[config.mk]
export PLATFORM = sky130hd
export DESIGN_NAME = rangefinder_frame_builder
export DESIGN_NICKNAME = d
export VERILOG_FILES = /design/src/hw/rtl/rfb_pkg.sv /design/src/hw/rtl/rangefinder_frame_builder.sv /design/src/hw/rtl/rfb_input_stage.sv /design/src/hw/rtl/rfb_serializer.sv
export SDC_FILE = /design/constraint.sdc
export NUM_CORES = 1
export LEC_CHECK = 0
export ABC_CLOCK_PERIOD_IN_PS = 3600
export BUFFER_PORTS_ARGS = -buffer_cell sky130_fd_sc_hd__buf_4
export CELL_PAD_IN_SITES_DETAIL_PLACEMENT = 1
export CELL_PAD_IN_SITES_GLOBAL_PLACEMENT = 1
export CORE_MARGIN = 2
export CORE_UTILIZATION = 46
export CTS_CLUSTER_SIZE = 20
export DETAILED_ROUTE_END_ITERATION = 12
export GPL_TIMING_DRIVEN = 0
export PLACE_DENSITY = 0.84
export SLEW_MARGIN = 20
export SYNTH_ARGS = -nofsm -noshare
export SYNTH_HDL_FRONTEND = slang
export SYNTH_SLANG_ARGS = --single-unit
[constraint.sdc]
create_clock -name clk -period 3.6 [get_ports clk]
set_input_delay 0.54 -clock clk [delete_from_list [all_inputs] [get_ports clk]]
set_output_delay 0.54 -clock clk [all_outputs]
set_load 0.005 [all_outputs]
[src/hw/rtl/rfb_pkg.sv]
`default_nettype none

package rfb_pkg;

  // Frame geometry
  localparam int unsigned FrameLen = 23;
  localparam int unsigned CrcSpan  = 21;
  localparam int unsigned IdxW     = 5;

  localparam logic [IdxW-1:0] LastIdx  = IdxW'(FrameLen - 1);
  localparam logic [IdxW-1:0] CrcHiPos = IdxW'(CrcSpan);
  localparam logic [IdxW-1:0] CrcLoPos = IdxW'(CrcSpan + 1);

  // Header and payload positions
  localparam logic [IdxW-1:0] PosStart     = 5'd0;
  localparam logic [IdxW-1:0] PosDevId     = 5'd1;
  localparam logic [IdxW-1:0] PosDevType   = 5'd2;
  localparam logic [IdxW-1:0] PosCmdEcho   = 5'd3;
  localparam logic [IdxW-1:0] PosLenLo     = 5'd6;
  localparam logic [IdxW-1:0] PosSecLo     = 5'd7;
  localparam logic [IdxW-1:0] PosSecHi     = 5'd8;
  localparam logic [IdxW-1:0] PosDistLo    = 5'd13;
  localparam logic [IdxW-1:0] PosDistHi    = 5'd14;
  localparam logic [IdxW-1:0] PosIntensLo  = 5'd17;
  localparam logic [IdxW-1:0] PosIntensHi  = 5'd18;

  // Fixed byte values
  localparam logic [7:0]  StartByte  = 8'hA5;
  localparam logic [7:0]  CmdEcho    = 8'h01;
  localparam logic [7:0]  LenByte    = 8'h0E;
  localparam logic [7:0]  NoTarget   = 8'hFF;
  localparam logic [15:0] OutOfRange = 16'hFFFF;
  localparam logic [15:0] CrcInit    = 16'hFFFF;
  localparam logic [15:0] CrcPoly    = 16'hA001;

  // Register reset values
  localparam logic [15:0] MaxRangeRst  = 16'd20000;
  localparam logic [7:0]  DevIdRst     = 8'd3;
  localparam logic [7:0]  DevTypeRst   = 8'd32;
  localparam logic [15:0] IntensRst    = 16'd10000;

  typedef enum logic [1:0] {
    CfgMaxRange  = 2'd0,
    CfgDeviceId  = 2'd1,
    CfgDevType   = 2'd2,
    CfgIntensity = 2'd3
  } rfb_cfg_idx_t;

  typedef struct packed {
    logic [15:0] max_range_mm;
    logic [7:0]  device_id;
    logic [7:0]  device_type;
    logic [15:0] primary_intensity;
  } rfb_cfg_t;

  // One latched distance waiting for the serializer
  typedef struct packed {
    logic        valid;
    logic [15:0] distance;
  } rfb_item_t;

  // CRC-16/MODBUS update over one byte, reflected
  function automatic logic [15:0] crc_update(input logic [15:0] crc, input logic [7:0] b);
    logic [15:0] c;
    c = crc ^ {8'h00, b};
    for (int k = 0; k < 8; k++) begin
      if (c[0]) begin
        c = (c >> 1) ^ CrcPoly;
      end else begin
        c = c >> 1;
      end
    end
    return c;
  endfunction

  // Data byte at a frame position covered by the CRC
  function automatic logic [7:0] frame_data_byte(input logic [IdxW-1:0] pos,
                                                 input logic [15:0] distance,
                                                 input rfb_cfg_t cfg);
    logic [7:0] b;
    case (pos)
      PosStart:    b = StartByte;
      PosDevId:    b = cfg.device_id;
      PosDevType:  b = cfg.device_type;
      PosCmdEcho:  b = CmdEcho;
      PosLenLo:    b = LenByte;
      PosSecLo:    b = NoTarget;
      PosSecHi:    b = NoTarget;
      PosDistLo:   b = distance[7:0];
      PosDistHi:   b = distance[15:8];
      PosIntensLo: b = cfg.primary_intensity[7:0];
      PosIntensHi: b = cfg.primary_intensity[15:8];
      default:     b = 8'h00;
    endcase
    return b;
  endfunction

endpackage

`default_nettype wire

[src/hw/rtl/rangefinder_frame_builder.sv]
// Each altitude waits in the input register until the serializer takes it into its frame state.
// The output register sends one byte per cycle while out_ready is high; the next altitude
//   waits in the input register while the current frame drains.
// Reset (synchronous, rst_n low): pipeline empty, CRC at 0xFFFF, registers at
//   max_range 20000, device id 3, device type 32, intensity 10000.
`default_nettype none

module rangefinder_frame_builder
  import rfb_pkg::*;
(
  input  wire logic        clk,
  input  wire logic        rst_n,
  input  wire logic        in_valid,
  output logic             in_ready,
  input  wire logic [19:0] in_altitude_mm,
  output logic             out_valid,
  input  wire logic        out_ready,
  output logic [7:0]       out_frame_byte,
  output logic             out_last_byte,
  input  wire logic        cfg_we,
  input  wire logic [1:0]  cfg_index,
  input  wire logic [15:0] cfg_wdata
);

  rfb_cfg_t  cfg_r, cfg_nxt;
  rfb_item_t item;
  logic      take;

  // Decode configuration writes
  always_comb begin
    cfg_nxt = cfg_r;
    if (cfg_we) begin
      case (rfb_cfg_idx_t'(cfg_index))
        CfgMaxRange:  cfg_nxt.max_range_mm      = cfg_wdata;
        CfgDeviceId:  cfg_nxt.device_id         = cfg_wdata[7:0];
        CfgDevType:   cfg_nxt.device_type       = cfg_wdata[7:0];
        CfgIntensity: cfg_nxt.primary_intensity = cfg_wdata;
        default:      cfg_nxt = cfg_r;
      endcase
    end
  end

  always_ff @(posedge clk) begin
    if (!rst_n) begin
      cfg_r.max_range_mm      <= MaxRangeRst;
      cfg_r.device_id         <= DevIdRst;
      cfg_r.device_type       <= DevTypeRst;
      cfg_r.primary_intensity <= IntensRst;
    end else begin
      cfg_r <= cfg_nxt;
    end
  end

  rfb_input_stage u_input (
    .clk            (clk),
    .rst_n          (rst_n),
    .in_valid       (in_valid),
    .in_ready       (in_ready),
    .in_altitude_mm (in_altitude_mm),
    .max_range_mm   (cfg_r.max_range_mm),
    .take           (take),
    .item           (item)
  );

  rfb_serializer u_ser (
    .clk            (clk),
    .rst_n          (rst_n),
    .item           (item),
    .cfg            (cfg_r),
    .take           (take),
    .out_valid      (out_valid),
    .out_ready      (out_ready),
    .out_frame_byte (out_frame_byte),
    .out_last_byte  (out_last_byte)
  );

endmodule

`default_nettype wire

[src/hw/rtl/rfb_input_stage.sv]
`default_nettype none

module rfb_input_stage
  import rfb_pkg::*;
(
  input  wire logic        clk,
  input  wire logic        rst_n,
  input  wire logic        in_valid,
  output logic             in_ready,
  input  wire logic [19:0] in_altitude_mm,
  input  wire logic [15:0] max_range_mm,
  input  wire logic        take,
  output rfb_item_t        item
);

  logic        pend_valid_r, pend_valid_nxt;
  logic [15:0] pend_dist_r, pend_dist_nxt;
  logic [15:0] sat_dist;
  logic        accept;

  // Saturate distances beyond the range limit or beyond sixteen bits
  always_comb begin
    if (in_altitude_mm > {4'h0, max_range_mm} || in_altitude_mm > {4'h0, OutOfRange}) begin
      sat_dist = OutOfRange;
    end else begin
      sat_dist = in_altitude_mm[15:0];
    end
  end

  assign in_ready = !pend_valid_r || take;
  assign accept   = in_valid && in_ready;

  // Hold one pending transaction until the serializer takes it
  always_comb begin
    pend_valid_nxt = pend_valid_r;
    pend_dist_nxt  = pend_dist_r;
    if (take) begin
      pend_valid_nxt = 1'b0;
    end
    if (accept) begin
      pend_valid_nxt = 1'b1;
      pend_dist_nxt  = sat_dist;
    end
  end

  always_ff @(posedge clk) begin
    if (!rst_n) begin
      pend_valid_r <= 1'b0;
    end else begin
      pend_valid_r <= pend_valid_nxt;
    end
    pend_dist_r <= pend_dist_nxt;
  end

  assign item.valid    = pend_valid_r;
  assign item.distance = pend_dist_r;

`ifndef SYNTHESIS
  a_accept_fills: assert property (@(posedge clk) disable iff (!rst_n)
    accept |=> pend_valid_r)
    else $error("accepted transaction not held");
  a_take_needs_item: assert property (@(posedge clk) disable iff (!rst_n)
    take |-> pend_valid_r)
    else $error("serializer took an empty slot");
`endif

endmodule

`default_nettype wire

[src/hw/rtl/rfb_serializer.sv]
`default_nettype none

module rfb_serializer
  import rfb_pkg::*;
(
  input  wire logic       clk,
  input  wire logic       rst_n,
  input  rfb_item_t       item,
  input  rfb_cfg_t        cfg,
  output logic            take,
  output logic            out_valid,
  input  wire logic       out_ready,
  output logic [7:0]      out_frame_byte,
  output logic            out_last_byte
);

  logic            busy_r, busy_nxt;
  logic [IdxW-1:0] idx_r, idx_nxt;
  logic [15:0]     crc_r, crc_nxt;
  logic [15:0]     dist_r, dist_nxt;
  logic            out_valid_r, out_valid_nxt;
  logic [7:0]      out_byte_r, out_byte_nxt;
  logic            out_last_r, out_last_nxt;

  logic       advance;
  logic       emit;
  logic       at_end;
  logic [7:0] cur_byte;

  assign advance = !out_valid_r || out_ready;
  assign emit    = advance && busy_r;
  assign at_end  = busy_r && (idx_r == LastIdx);
  assign take    = item.valid && (!busy_r || (advance && at_end));

  // Select the byte at the current frame position
  always_comb begin
    case (idx_r)
      CrcHiPos: cur_byte = crc_r[15:8];
      CrcLoPos: cur_byte = crc_r[7:0];
      default:  cur_byte = frame_data_byte(idx_r, dist_r, cfg);
    endcase
  end

  // Advance the frame, fold data bytes into the CRC, load the next distance
  always_comb begin
    busy_nxt      = busy_r;
    idx_nxt       = idx_r;
    crc_nxt       = crc_r;
    dist_nxt      = dist_r;
    out_valid_nxt = out_valid_r;
    out_byte_nxt  = out_byte_r;
    out_last_nxt  = out_last_r;
    if (emit) begin
      out_valid_nxt = 1'b1;
      out_byte_nxt  = cur_byte;
      out_last_nxt  = at_end;
      idx_nxt       = idx_r + IdxW'(1);
      if (idx_r < CrcHiPos) begin
        crc_nxt = crc_update(crc_r, cur_byte);
      end
      // Return to idle with the CRC back at its initial value, unless a new distance is taken
      if (at_end) begin
        busy_nxt = 1'b0;
        idx_nxt  = '0;
        crc_nxt  = CrcInit;
      end
    end else if (advance) begin
      out_valid_nxt = 1'b0;
      out_last_nxt  = 1'b0;
    end
    if (take) begin
      busy_nxt = 1'b1;
      idx_nxt  = '0;
      crc_nxt  = CrcInit;
      dist_nxt = item.distance;
    end
  end

  always_ff @(posedge clk) begin
    if (!rst_n) begin
      busy_r      <= 1'b0;
      idx_r       <= '0;
      crc_r       <= CrcInit;
      out_valid_r <= 1'b0;
      out_last_r  <= 1'b0;
    end else begin
      busy_r      <= busy_nxt;
      idx_r       <= idx_nxt;
      crc_r       <= crc_nxt;
      out_valid_r <= out_valid_nxt;
      out_last_r  <= out_last_nxt;
    end
    dist_r     <= dist_nxt;
    out_byte_r <= out_byte_nxt;
  end

  assign out_valid      = out_valid_r;
  assign out_frame_byte = out_byte_r;
  assign out_last_byte  = out_last_r;

`ifndef SYNTHESIS
  a_idx_in_frame: assert property (@(posedge clk) disable iff (!rst_n)
    idx_r <= LastIdx)
    else $error("frame index past last byte");
  a_stall_holds_idx: assert property (@(posedge clk) disable iff (!rst_n)
    (out_valid_r && !out_ready) |=> $stable(idx_r) && $stable(crc_r))
    else $error("frame advanced during output stall");
  a_last_flag: assert property (@(posedge clk) disable iff (!rst_n)
    (emit && at_end) |=> (out_valid_r && out_last_r))
    else $error("last byte not flagged");
  a_last_only_valid: assert property (@(posedge clk) disable iff (!rst_n)
    out_last_r |-> out_valid_r)
    else $error("last flag without valid byte");
`endif

endmodule

`default_nettype wire
* Yosys cells after proc, flatten, opt, wreduce, memory -nomap -nowiden *
Cells that the tools add are included.

storage, ports and cells
  bits of input ports = 43
  flip-flop bits (word level) = 113
  output and inout bits = 11
  logic and storage cells = 104

operators by class
  bitwise operators = 10
  add/sub/neg operators = 1
  $lt $le $gt $ge = 3
  reductions and logical operators = 27
  muxes and demuxes = 35
  equality and inequality tests = 15

operators with widths
  cell                  count
  $mux 16               24
  $pmux 8 s10           1
  $not 2->3             8
  $eq 5x5->1 const B    4
  $gt 20x16->1          1
  $gt 20x16->1 const B  1
  $pmux 8 s2            1
  $xor 16x8->16         1
  $eq 5x4->1 const B    3
  $reduce_and 2->1      6
  $eq 5x2->1 const B    2
  $eq 5x3->1 const B    2
  $reduce_bool 2->1     5
  $mux 1                8
  $add 5x1->5 const B   1
  $eq 5x1->1 const B    1
  $logic_and 1x1->1     5
  $logic_not 5->1       1
  $lt 5x5->1 const B    1
  $mux 5                1
  $eq 2x2->1 const B    2
  $logic_or 1x1->1      4
  $reduce_or 2->1       2
  $logic_not 1->1       3
  3 further kinds       3

* Depth between registers and ports, before layout *
  word-level depth = 37
  depth in mapped cells = 14
  gate-level depth less buffers = 12

* Modules after synthesis *
Synthesis repeated with hierarchy kept, for this count alone.

second synthesis, totals
  cells, all modules = 608
  area total of the unflattened synthesis = 6034.5 µm²

by module, submodules not included
  module                     sequential area each (µm²)  cells each  area each (µm²)  instances
  rfb_serializer             1201.2                      287         2919.0           1
  rangefinder_frame_builder  960.9                       189         1886.8           1
  rfb_input_stage            500.5                       132         1228.7           1

* Least setup slack after synthesis *
OpenSTA, ideal clock, no wires.

  path kind = reg-to-reg
  from = register u_ser.idx_r[0]
  to = register u_ser.crc_r[0]
  buffers on the path = 2
  data arrival time = 3.022 ns
  required time = 3.484 ns
  library setup time = 0.116 ns
  period minus slack after synthesis = 3.139 ns
  setup slack = 0.461 ns
  stages on the path, launching flop included = 13
  cell sequence = dfxtp_1 inv_1 ha_1 buf_2 buf_2 a22oi_1 o21ai_0 a211oi_2 mux2i_1 xnor3_1 xnor3_2 xor2_2 o211a_1

between the ends
  longest elaborated chain between the ends = 30
  elaborated cells on any way between the ends = 56
  those cells by class = order compare: 1; eq/ne: 12; mux: 26; bitwise: 8; reduce/logical: 9

RTL lines
  element                                                       RTL line                                    text
  start: declaration                                            rfb_serializer.sv:18                        logic [IdxW-1:0] idx_r, idx_nxt;
  start signal: assignment                                      rfb_serializer.sv:88                        idx_r <= idx_nxt;
  $eq 5x3->1 / $eq 5x4->1 (equally long branches)               rfb_pkg.sv:81                               case (pos)
  $reduce_or 2->1 (no source line)                              -
  $pmux 8 s10                                                   rfb_pkg.sv:81
  $pmux 8 s2                                                    rfb_serializer.sv:37                        case (idx_r)
  $xor 16x8->16                                                 rfb_pkg.sv:65                               c = crc ^ {8'h00, b};
  $mux 16 / $not 2->3 (equally long branches)                   -
  $mux 16, on equally long branches                             rfb_serializer.sv:58, rfb_pkg.sv:67
  $mux 16, on equally long branches                             rfb_serializer.sv:53, rfb_serializer.sv:58
  (+14 left out)                                                -
  $mux 16, on equally long branches                             rfb_serializer.sv:53, rfb_serializer.sv:58
  $not 2->3 (no source line) / $mux 16 (equally long branches)  -
  $mux 16                                                       rfb_pkg.sv:67                               if (c[0]) begin
  $mux 16                                                       rfb_serializer.sv:58                        if (idx_r < CrcHiPos) begin
  $mux 16                                                       rfb_serializer.sv:53                        if (emit) begin
  $mux 16                                                       rfb_pkg.sv:67
  $mux 16                                                       rfb_serializer.sv:58
  $mux 16                                                       rfb_serializer.sv:62                        if (at_end) begin
  end signal: assignment                                        rfb_serializer.sv:83                        crc_r <= CrcInit;
  end signal: assignment                                        rfb_serializer.sv:89                        crc_r <= crc_nxt;
  end: declaration                                              rfb_serializer.sv:19                        logic [15:0] crc_r, crc_nxt;

Several ways; a longest one is shown, not always the timed one. The select of a mux whose other input is x is not followed.
A chain may end at the register's enable or synchronous reset.

* Worst setup path in the final report *
  from = register u_ser.idx_r[1]
  to = register u_ser.crc_r[0]

Same word-level chain as after synthesis.

==> reports/metrics.csv <==
metric;value;unit
complex-gate fraction of the synthesized area;18.5;%
final worst slack;0.107;ns
crit path DAT;3.81;ns
fraction of the mapped netlist area in simple logic gates;21.9;%
syn nets;671;
EDFF count, synth;40;
DRT Pass-1 Iters;5;
main combinational cell family by area after synthesis;simple AND/OR/NAND/NOR gates;
largest fanout on the critical path;10;
RSZ-0062 raised after global routing;true;
CTS Buf Count;17;
VDD IR max;0.392;mV
routability cong.;0.923;
Setup Viol. Count Final;0;
# port buffers;52;
Crit. End Element;flop;
max cap viols;0;
first-pass GRT wire length;29.5;mm
CTS H-tree lvls;4;
Slew @ Worst Pin;0.906;ns
DRC Markers;0;
Layout area overhead;22.2;%
post-synthesis mux area share;1.09;%
fin util;57.9;%
largest net degree at the start of global routing;18;
Vias/cell;5.89;
Worst path max stage delay;0.38;ns
gr ovfl total;0;
CTS root buf;clkbuf_16;
clock skew;0.0106;ns
fraction of registers with async set/reset;0;%
share of layout cells above drive strength 1;19.0;%
vias in the first global route;5469;
final worst-path cycle share;97.0;%
Startpoint Class;flop;
number of I/O pins;54;
core area;12100;µm²
fin. max-slew vios;0;
GRT Total Usage;29.7;%
DR WL/cell;21.5;µm
Critical Path RT;3.92;ns
Tot Pwr;3.38;mW
worst skew pair latency;0.43;ns
count of cell types in the netlist;74;
Synth Area in Adders;4.38;%
xor and xnor fraction of the mapped netlist area;2.78;%
post-DP HPWL;13.5;mm
total negative slack;0;ns
cells after synthesis;608;
final wirelength;18.6;mm
CP delay by family, top;compound AO/OA/AOI/OAI gates;
detailed-route via count;5084;
Clock transition at path regs;0.06;ns
Die H;116;µm
DRT iter0 DRCs;445;
critical path type;flop to flop;
Die Width;116;µm
cell row count;40;
WP buf/inv;4;
Mapped Area;5720;µm²
status;completed;
placed instance area;6320;µm²
final hold violation count;0;
ys flop type;dfxtp_1;
initial antenna violation count;0;
CTS sink cnt;113;
Initial Util;47.4;%
Achievable Freq;286;MHz
post-route cell area;6990;µm²
Rel. slew slack;39.6;%
Critical-path top delay cell;dfxtp_2;
CTS tree;built;
Tmin final;3.49;ns
Yosys Warn Count;0;
Worst Hold Class;primary input to flop;
Mapped Avg Cell Area;9.41;µm²
Seq/Total Area, Yosys;46.6;%
CTS Buffer Depth;2;
final net count;746;
#FFs+latches synth;113;
number of routed nets with antenna violations;0;
die area;13300;µm²
pwr dens;484;nW/µm²
Lkg Pwr;2.61;nW
Antenna diodes;0;
Cell Chain, Critical Path;inv_1 > ha_1 > clkbuf_2 > buf_4 > clkbuf_4 > a22oi_2 > o31ai_1 > or3_1 > a22o_2 > xor2_1 > xnor3_2 > xor2_2 > nand3_1 > o211a_1;
Place WS;-0.252;ns
==> kinds of logic (layout without fill, tap and decap cells) <==
group                    count (synthesis)  after routing
AND/OR/NAND/NOR                        253            253
AO/OA/AOI/OAI                          144            144
flip-flops                             113            113
buffers and inverters                   58            145
adder cells (fa/ha/maj)                 20             20
XOR/XNOR                                14             14
multiplexers                             6              6
==> per-layer routing <==
metal | part of all wire (%) | global-route usage [%]
met1 | 40 | 35.4
met2 | 50 | 50.5
met3 | 5.6 | 6.59
met4 | 4.0 | 14.8
met5 | 0 | 0
==> through the flow <==
step	hold slack, ns	std cells
after floorplan	0.400	608
after global placement	0.402	828
after detailed placement	0.407	828
after CTS	0.352	861
after global routing	0.357	863
final	0.357	863
==> registers in the layout (all words and copies together) (netlist names) <==
signal,flops
u_ser.dist_r,16
u_ser.busy_r,1
u_ser.out_frame_byte,8
u_input.pend_dist_r,16
cfg_r,48
u_input.pend_valid_r,1
u_ser.out_last_byte,1
u_ser.out_valid,1
u_ser.idx_r,5
u_ser.crc_r,16
==> worst register-to-register path, cell delays in order, from the launching register on <==
cell,delay (ns)
dfxtp_2,0.38
inv_1,0.08
ha_1,0.18
clkbuf_2,0.20
buf_4,0.24
clkbuf_4,0.23
a22oi_2,0.25
o31ai_1,0.13
or3_1,0.36
a22o_2,0.30
xor2_1,0.24
xnor3_2,0.33
xor2_2,0.21
nand3_1,0.11
o211a_1,0.14
==> final timing paths <==
check	slack [ns]	start	endpoint	depth (start not counted)
min	0.36	in_valid	u_input.pend_valid_r	3
min reg2reg	0.42	u_input.pend_dist_r[1]	u_ser.dist_r[1]	0
max reg2reg	0.11	u_ser.idx_r[1]	u_ser.crc_r[0]	14
max	0.11	u_ser.idx_r[1]	u_ser.crc_r[0]	14
==> power breakdown <==
group | internal, mW | leakage, nW | switching, mW
logic | 0.157 | 1.44 | 0.204
clock network | 1.05 | 0.279 | 0.566
registers | 1.37 | 0.899 | 0.0336
total | 2.58 | 2.61 | 0.803
==> repair_timing <==
action | 4_1_cts | 5_1_grt
setup endpoints to repair | 45 | 28
cloned | 0 | 0
hold buffers | 0 | 0
resized for setup | 9 | 14
pin swaps | 1 | 2
setup buffers | 2 | 2
==> layout by cell type (no fill, tap or decap), types with 7 or more instances in the layout <==
cell       instances
a21boi_0          36
nand2_1          131
o22ai_1           13
inv_1             21
nand4_1            8
nor2_1            20
edfxtp_1          40
o21a_1            10
nand2b_1           8
a21oi_1           17
xor2_1             7
a22oi_1            8
o21ai_0           12
nand3_1           21
dfxtp_1           71
nor3_1             8
clkbuf_16         18
nand3b_1          18
clkbuf_1          24
buf_4             58
ha_1              20
==> synth_stat cells (8+ instances only) <==
cell type	instances	area share, %
edfxtp_1	40	21
nand3_1	21	1.8
o21ai_0	12	1.1
buf_2	8	0.70
nand4_1	8	0.88
nor2_1	20	1.3
nand2_1	132	8.7
a21boi_0	37	4.9
o22ai_1	13	1.4
nand3b_1	18	2.4
o21a_1	10	1.3
nor3_1	8	0.70
dfxtp_1	73	26
a22oi_1	10	1.3
inv_1	21	1.4
nand2b_1	8	0.88
a21oi_1	18	1.6
ha_1	20	4.4
clkbuf_1	22	1.4
==> area by class of cell <==
type	instances	area [µm²]
multi-input cells	437	2840
flip-flops and latches	113	2670
clock inverters	4	47.5
repair buffers	56	420
plain buffers	36	200
inverters	22	82.6
well taps	168	210
clock buffers	27	524
fillers	1365	5070
(Power assumes the default switching activity.)
